### config.mk
export PLATFORM = sky130hd
export DESIGN_NAME = linear_queue_with_cancel_unit
export DESIGN_NICKNAME = d
export VERILOG_FILES = /design/src/hw/rtl/lqc_pkg.sv /design/src/hw/rtl/linear_queue_with_cancel_unit.sv
export SDC_FILE = /design/constraint.sdc
export NUM_CORES = 1
export LEC_CHECK = 0
export ABC_AREA = 1
export BUFFER_PORTS_ARGS = -buffer_cell sky130_fd_sc_hd__buf_2
export CAP_MARGIN = 10
export CORE_MARGIN = 3
export CORE_UTILIZATION = 30
export CTS_CLUSTER_SIZE = 10
export DETAILED_ROUTE_END_ITERATION = 16
export GPL_TIMING_DRIVEN = 0
export SLEW_MARGIN = 40
export SYNTH_ARGS = -nofsm -noshare
export SYNTH_HDL_FRONTEND = slang
export SYNTH_SLANG_ARGS = --single-unit
export TNS_END_PERCENT = 100
### constraint.sdc
create_clock -name clk -period 3.55 [get_ports clk]
set_input_delay 0.1775 -clock clk [delete_from_list [all_inputs] [get_ports clk]]
set_output_delay 0.1775 -clock clk [all_outputs]
set_load 0.05 [all_outputs]
### src/hw/rtl/lqc_pkg.sv
// Shared types and codes for the linear queue with cancel.
// No dependencies; imported by linear_queue_with_cancel_unit.
package lqc_pkg;

	// Command codes
	typedef enum logic [1:0] {
		CMD_ADD     = 2'd0,
		CMD_PROCESS = 2'd1,
		CMD_CANCEL  = 2'd2,
		CMD_NONE    = 2'd3
	} cmd_t;

	// Result status codes
	typedef enum logic [1:0] {
		ST_OK        = 2'd0,
		ST_FULL      = 2'd1,
		ST_EMPTY     = 2'd2,
		ST_NOT_FOUND = 2'd3
	} status_t;

	// Sequencer states, one-hot
	typedef enum logic [5:0] {
		S_IDLE     = 6'b000001,
		S_DISPATCH = 6'b000010,
		S_READ     = 6'b000100,
		S_CMP      = 6'b001000,
		S_MOVE     = 6'b010000,
		S_WRITE    = 6'b100000
	} state_t;

	localparam int KEY_W = 32;

endpackage

### src/hw/rtl/linear_queue_with_cancel_unit.sv
// Linear array queue of 32-bit keys with add, process (pop head) and cancel by key.
// Depends on lqc_pkg for command, status and state codes.
//
// A command is taken when start is high and busy is low; its one result appears
// on status, popped_key, queue_empty and queue_full for exactly one cycle with
// done high, and must be captured then. The keys live in a single memory with
// one write and one registered read port, and one comparator walks it under a
// small sequencer, so the steps depend on the command: add, the unused code and
// a process or cancel on an empty queue finish in the dispatch state, process
// pops the head in the compare state, and cancel compares entries from the head
// until a match or the tail and then moves each entry after the match down one
// place by a read and a write. busy stays high until the result is shown.
module linear_queue_with_cancel_unit
	import lqc_pkg::*;
#(
	parameter int DEPTH = 16
) (
	input  logic             clk,
	input  logic             arst_n,
	input  logic             start,
	output logic             busy,
	input  logic [1:0]       cmd,
	input  logic [KEY_W-1:0] ticket_key,
	output logic             done,
	output logic [1:0]       status,
	output logic [KEY_W-1:0] popped_key,
	output logic             queue_empty,
	output logic             queue_full
);

	localparam int AW = (DEPTH > 1) ? $clog2(DEPTH) : 1;
	localparam logic [AW-1:0] LAST = AW'(DEPTH - 1);

	state_t            state_q;
	cmd_t              cmd_q;
	logic [KEY_W-1:0]  key_q;
	logic [AW-1:0]     head_q;
	logic [AW-1:0]     tail_q;
	logic [AW-1:0]     idx_q;
	logic              empty_q;
	logic              done_q;
	status_t           status_q;
	logic [KEY_W-1:0]  popped_q;

	logic [KEY_W-1:0]  mem [DEPTH];
	logic [KEY_W-1:0]  rd_q;
	logic              mem_we;
	logic [AW-1:0]     mem_waddr;
	logic [KEY_W-1:0]  mem_wdata;
	logic [AW-1:0]     mem_raddr;

	logic              full;
	logic              key_match;
	logic              accept;

	assign accept    = start && !busy;
	assign full      = !empty_q && (tail_q == LAST);
	assign key_match = (rd_q == key_q);

	// Drive memory ports from the sequencer state
	always_comb begin
		mem_we    = 1'b0;
		mem_waddr = idx_q;
		mem_wdata = rd_q;
		mem_raddr = idx_q;
		case (state_q)
			S_DISPATCH: begin
				mem_raddr = head_q;
				mem_we    = (cmd_q == CMD_ADD) && !full;
				mem_waddr = empty_q ? '0 : tail_q + AW'(1);
				mem_wdata = key_q;
			end
			S_READ: mem_raddr = idx_q;
			S_MOVE: mem_raddr = idx_q + AW'(1);
			S_WRITE: begin
				mem_we    = 1'b1;
				mem_waddr = idx_q;
				mem_wdata = rd_q;
			end
			default: mem_raddr = idx_q;
		endcase
	end

	// Key store: one write port, registered read
	always_ff @(posedge clk) begin
		if (mem_we) begin
			mem[mem_waddr] <= mem_wdata;
		end
		rd_q <= mem[mem_raddr];
	end

	// Sequencer and queue indices
	always_ff @(posedge clk or negedge arst_n) begin
		if (!arst_n) begin
			state_q  <= S_IDLE;
			cmd_q    <= CMD_ADD;
			key_q    <= '0;
			head_q   <= '0;
			tail_q   <= '0;
			idx_q    <= '0;
			empty_q  <= 1'b1;
			done_q   <= 1'b0;
			status_q <= ST_OK;
			popped_q <= '0;
		end else begin
			done_q <= 1'b0;
			case (state_q)
				S_IDLE: begin
					if (accept) begin
						cmd_q    <= cmd_t'(cmd);
						key_q    <= ticket_key;
						status_q <= ST_OK;
						popped_q <= '0;
						state_q  <= S_DISPATCH;
					end
				end
				S_DISPATCH: begin
					idx_q <= head_q;
					case (cmd_q)
						CMD_ADD: begin
							if (full) begin
								status_q <= ST_FULL;
							end else if (empty_q) begin
								head_q  <= '0;
								tail_q  <= '0;
								empty_q <= 1'b0;
							end else begin
								tail_q <= tail_q + AW'(1);
							end
							done_q  <= 1'b1;
							state_q <= S_IDLE;
						end
						CMD_PROCESS, CMD_CANCEL: begin
							if (empty_q) begin
								status_q <= ST_EMPTY;
								done_q   <= 1'b1;
								state_q  <= S_IDLE;
							end else begin
								state_q <= S_CMP;
							end
						end
						default: begin
							done_q  <= 1'b1;
							state_q <= S_IDLE;
						end
					endcase
				end
				S_READ: state_q <= S_CMP;
				S_CMP: begin
					if (cmd_q == CMD_PROCESS) begin
						// pop head
						popped_q <= rd_q;
						if (head_q >= tail_q) begin
							head_q  <= '0;
							tail_q  <= '0;
							empty_q <= 1'b1;
						end else begin
							head_q <= head_q + AW'(1);
						end
						done_q  <= 1'b1;
						state_q <= S_IDLE;
					end else if (key_match) begin
						if (idx_q == tail_q) begin
							// match at tail: nothing to move
							if (tail_q <= head_q) begin
								head_q  <= '0;
								tail_q  <= '0;
								empty_q <= 1'b1;
							end else begin
								tail_q <= tail_q - AW'(1);
							end
							done_q  <= 1'b1;
							state_q <= S_IDLE;
						end else begin
							state_q <= S_MOVE;
						end
					end else if (idx_q == tail_q) begin
						status_q <= ST_NOT_FOUND;
						done_q   <= 1'b1;
						state_q  <= S_IDLE;
					end else begin
						idx_q   <= idx_q + AW'(1);
						state_q <= S_READ;
					end
				end
				S_MOVE: state_q <= S_WRITE;
				S_WRITE: begin
					// entry idx+1 moves down to idx
					if (idx_q + AW'(1) == tail_q) begin
						tail_q  <= tail_q - AW'(1);
						done_q  <= 1'b1;
						state_q <= S_IDLE;
					end else begin
						idx_q   <= idx_q + AW'(1);
						state_q <= S_MOVE;
					end
				end
				default: state_q <= S_IDLE;
			endcase
		end
	end

	// Result ports
	assign busy        = (state_q != S_IDLE);
	assign done        = done_q;
	assign status      = status_q;
	assign popped_key  = popped_q;
	assign queue_empty = empty_q;
	assign queue_full  = full;

	// Checks
	a_accept_busy: assert property (@(posedge clk) disable iff (!arst_n)
		accept |=> busy)
		else $error("accepted command did not raise busy");

	a_done_single: assert property (@(posedge clk) disable iff (!arst_n)
		done |=> !done)
		else $error("result strobe held more than one cycle");

	a_order: assert property (@(posedge clk) disable iff (!arst_n)
		!empty_q |-> head_q <= tail_q)
		else $error("head passed tail on a non-empty queue");

	a_empty_idx: assert property (@(posedge clk) disable iff (!arst_n)
		empty_q |-> (head_q == '0) && (tail_q == '0))
		else $error("empty queue with nonzero indices");

	a_popped_zero: assert property (@(posedge clk) disable iff (!arst_n)
		done && (status != ST_OK) |-> popped_key == '0)
		else $error("popped key set on a failed command");

endmodule
==> results.txt <==
* Required time reported for the critical path endpoint: 3.86 ns
- In this run the number of H-tree levels came out at 3.
* Routed vias: 21877
* Sequence of cells on the critical path: nor2_1 > nand3_2 > inv_1 > buf_2 > a21oi_1 > nand3_1 > nor2_4 > buf_8 > buf_16
- Summing all flip-flop and latch instances after layout gives 0.0182 mm².
* Power consumption: 22300 µW
- Number of filler cells placed in the layout: 9394
- Synthesized instance count: 2955
- At the end of routability-driven placement, the weighted congestion stood at 0.870.
- For this run, the leading register cell type out of synthesis is sky130_fd_sc_hd__edfxtp_1.
- Std-Cell Core Area: 0.0952 mm²
- Share of the synthesized area in the top cell type: 53.3%
- Data arrives at the worst endpoint at 3.60 ns.
- TNS Setup: 0 ns
* Length in cells of the worst reg-to-reg path: 9
* Final Instance Area: 0.0343 mm²
* Top-level port count: 75
- Leaving out fill and tap cells, the most frequent cells in the layout are sky130_fd_sc_hd__inv_1 (597), sky130_fd_sc_hd__nand2_1 (552), sky130_fd_sc_hd__edfxtp_1 (512).
- In the finished design, the share of the clock period the worst path needs comes to 92.7%.
- The placed instances occupy a cell area of 0.0316 mm².
* Syn Area/Cell: 9.77 µm²
* Routed wire length: 85600 µm
* Highest metal layer with signal wires: met4
* Tightest slew margin relative to the limit: 40.9%
* Critical path's largest stage delay: 0.57 ns
* DIE WIDTH: 316 µm
* Wire length per cell: 19.0 µm
* Largest cells by area after synthesis: sky130_fd_sc_hd__edfxtp_1 (53%), sky130_fd_sc_hd__nand3_1 (8.8%), sky130_fd_sc_hd__inv_1 (7.8%), sky130_fd_sc_hd__dfrtp_1 (7.5%), sky130_fd_sc_hd__nand2_1 (7.2%)
- Fraction of the yosys area taken by sequential cells: 63.1%
- Power density relative to cell area: 650 mW/mm²
- Wire segments on met2 add up to 40600 µm in the final route.
* Cell area after synthesis: 0.0289 mm²
* Ys Warns: 0
- After detailed routing, the number of vias per cell comes to 4.86.
- Share of post-route cells with drive strength above 1: 10.7%
- Relative area change from synthesis to final layout: 18.9%
- The run finished with clean final reports.
- Total number of nets in the final design: 3247
* Area occupied by multi-input gates: 0.00775 mm²
* Async set-or-reset flop fraction in the synthesized netlist: 13.9%
- IR analysis of the VDD net gives a maximum drop of 0.325 mV.
- Pin count of the biggest net entering global routing: 59
- Setup violations remaining at the end of the flow were counted as 0.
- CTS tree: yes
- After detailed routing, the wire length on met1 is 36400 µm.
* Antenna violation net count after detailed routing: 0
- First-pass iteration count of the detailed router: 8
- Overall track demand over capacity in global routing: 16.8%
- Clock transition at path regs: 0.06 ns
- The tool flagged a number of max-cap violations equal to 0.
* Starting Density: 30.3%
* FF-to-FF setup slack: 0.26 ns
* Net Count, Synth: 3003
* Origin of the critical flop-to-flop path: state_q[0]
- Num CTS Buffers: 75
- Slowest CP cell: sky130_fd_sc_hd__dfstp_2
* EDFF count, synth: 512
- The library cell used most frequently in the layout, excluding fill and tap cells, is sky130_fd_sc_hd__inv_1.
- Die Span Y: 316 µm
- Setup repair after global routing missed its margin: no
* Number of distinct library cell variants in the gate-level netlist after synthesis: 36
- The first global-routing pass estimated 127000 µm of wire.
- Critical Path Source Type: flip-flop
- STA classifies the critical path endpoint as a flip-flop.
- For this block, the initial DRC count from the detailed router was 2359.
* Total count of hold-check failures in the final report: 0
- Counting every sink on the clock net gives 632.
- Crit Path Category: flip-flop to flip-flop
* Static leakage: 0.0147 µW
* Die Footprint: 0.100 mm²
* Total congestion overflow: 0
* F_max: 304 MHz
- For the pin with the worst max-slew slack, the measured transition is 0.884 ns.
- Std-Cell Rows: 113
* Number of global-route vias before repair: 20907
- Max Root-Sink Buffers: 3
- Count of antenna diodes in the layout: 0
- After synthesis the netlist holds a flip-flop and latch count of 632.
- The tightest min-delay check is of the primary input to asynchronous set/reset pin type.
* Clock period minus final worst setup slack: 3.29 ns
- Length of routed met3 wiring: 6260 µm
- At the later pin of the worst-skew pair, clock insertion delay measures 0.62 ns.
- After legalization and detailed placement, the total HPWL measured 59700 µm.
* Dominant cell type by area after synthesis: sky130_fd_sc_hd__edfxtp_1
- During placement, the flow inserted port buffers numbering 74.
- The endpoint identified for the worst register-to-register timing path is mem[1][1].
* Maximum fanout encountered on the critical timing path: 17
* Initial antenna violation count: 0
* Clock tree root driver cell: sky130_fd_sc_hd__clkbuf_16
- Between clock sinks in the finished design, the worst skew comes to 0.0253 ns.
- Number of design rule violations left after detail routing: 0
* Pins Over Slew Limit: 0
## final cells by class
class | count | area share, %
Buffer | 186 | 2.36
Clock buffer | 103 | 5.77
Clock inverter | 13 | 0.405
Inverter | 604 | 6.60
Multi-Input combinational cell | 1533 | 22.6
Sequential cell | 632 | 53.1
Tap cell | 1265 | 4.61
Timing Repair Buffer | 167 | 4.60
## report_power, final
part | internal (µW) | switching (µW)
sequential | 9350 | 441
combinational | 1420 | 4220
clock | 3900 | 2990
total | 14700 | 7660
## worst max-delay path, delay by kind of cell, from the launching register on
kind	cells	cell delay (ns)
simple gates	4	1.14
compound gates	1	0.40
buf+inv	4	0.83
flops	1	0.57
## through the flow
stage                     setup slack, ns  utilization [%]  hold slack (ns)  instances
final                               0.261             36.1           0.0943       4503
after global routing               0.0990             36.1           0.0983       4503
after CTS                          0.0927             35.9           0.0633       4480
after detailed placement            0.122             33.2           0.0770       4327
after global placement              -1.58             32.4            0.386       4294
after floorplan                     0.236                -           -0.118       2955
## layer usage
layer / vias up / GRT usage, %
met5: - / 0
met4: 0 / 5.70
met3: 148 / 2.29
met2: 895 / 28.2
met1: 10479 / 22.4
li1: 10355 / -
## cell families (layout without fill, tap and decap cells)
group / Yosys count / count (layout) / share of synthesized area, %
xor gates and xnor gates: 37 / 37 / 1.12
AOI/OAI and AO/OA: 83 / 83 / 1.53
and+or+nand+nor: 1402 / 1402 / 23.1
adders and majority gates: 11 / 11 / 0.477
DFF: 632 / 632 / 63.1
buffers and inverters: 790 / 1073 / 10.6
## Yosys cell counts, types with 18 or more instances
library cell,number
sky130_fd_sc_hd__xnor2_1,19
sky130_fd_sc_hd__dfrtp_1,86
sky130_fd_sc_hd__nand4_1,274
sky130_fd_sc_hd__o21ai_0,36
sky130_fd_sc_hd__nor2_1,49
sky130_fd_sc_hd__o21ai_1,31
sky130_fd_sc_hd__dfxtp_1,32
sky130_fd_sc_hd__edfxtp_1,512
sky130_fd_sc_hd__nand3_1,509
sky130_fd_sc_hd__nand2_1,552
sky130_fd_sc_hd__buf_2,73
sky130_fd_sc_hd__xor2_1,18
sky130_fd_sc_hd__inv_1,597
sky130_fd_sc_hd__clkbuf_1,103
## worst max path at each step
stage                start         end  cells past startpoint
3_5_place_dp    state_q[4]  mem[5][30]                      7
2_1_floorplan  queue_empty   mem[1][0]                      6
3_3_place_gp    state_q[3]  mem[9][20]                      6
6_report        state_q[0]   mem[1][1]                      9
5_1_grt         state_q[1]  mem[2][26]                     11
4_1_cts         state_q[3]  mem[3][30]                      7
## timing repair
item / CTS / global route
resized for setup: 0 / 1
buffers inserted: 0 / 23
endpoints found under the setup margin: 0 / 85
endpoints found under the hold margin: 121 / 0
hold buffers: 37 / 0
## registers in the layout, indices dropped and copies added, names as in the netlist
name,count
tail_q,4
head_q,4
mem,512
status,2
popped_key,32
key_q,32
queue_empty,1
done,1
rd_q,32
idx_q,4
cmd_q,2
state_q,6
Note: power is estimated with default switching activity, not from simulation.
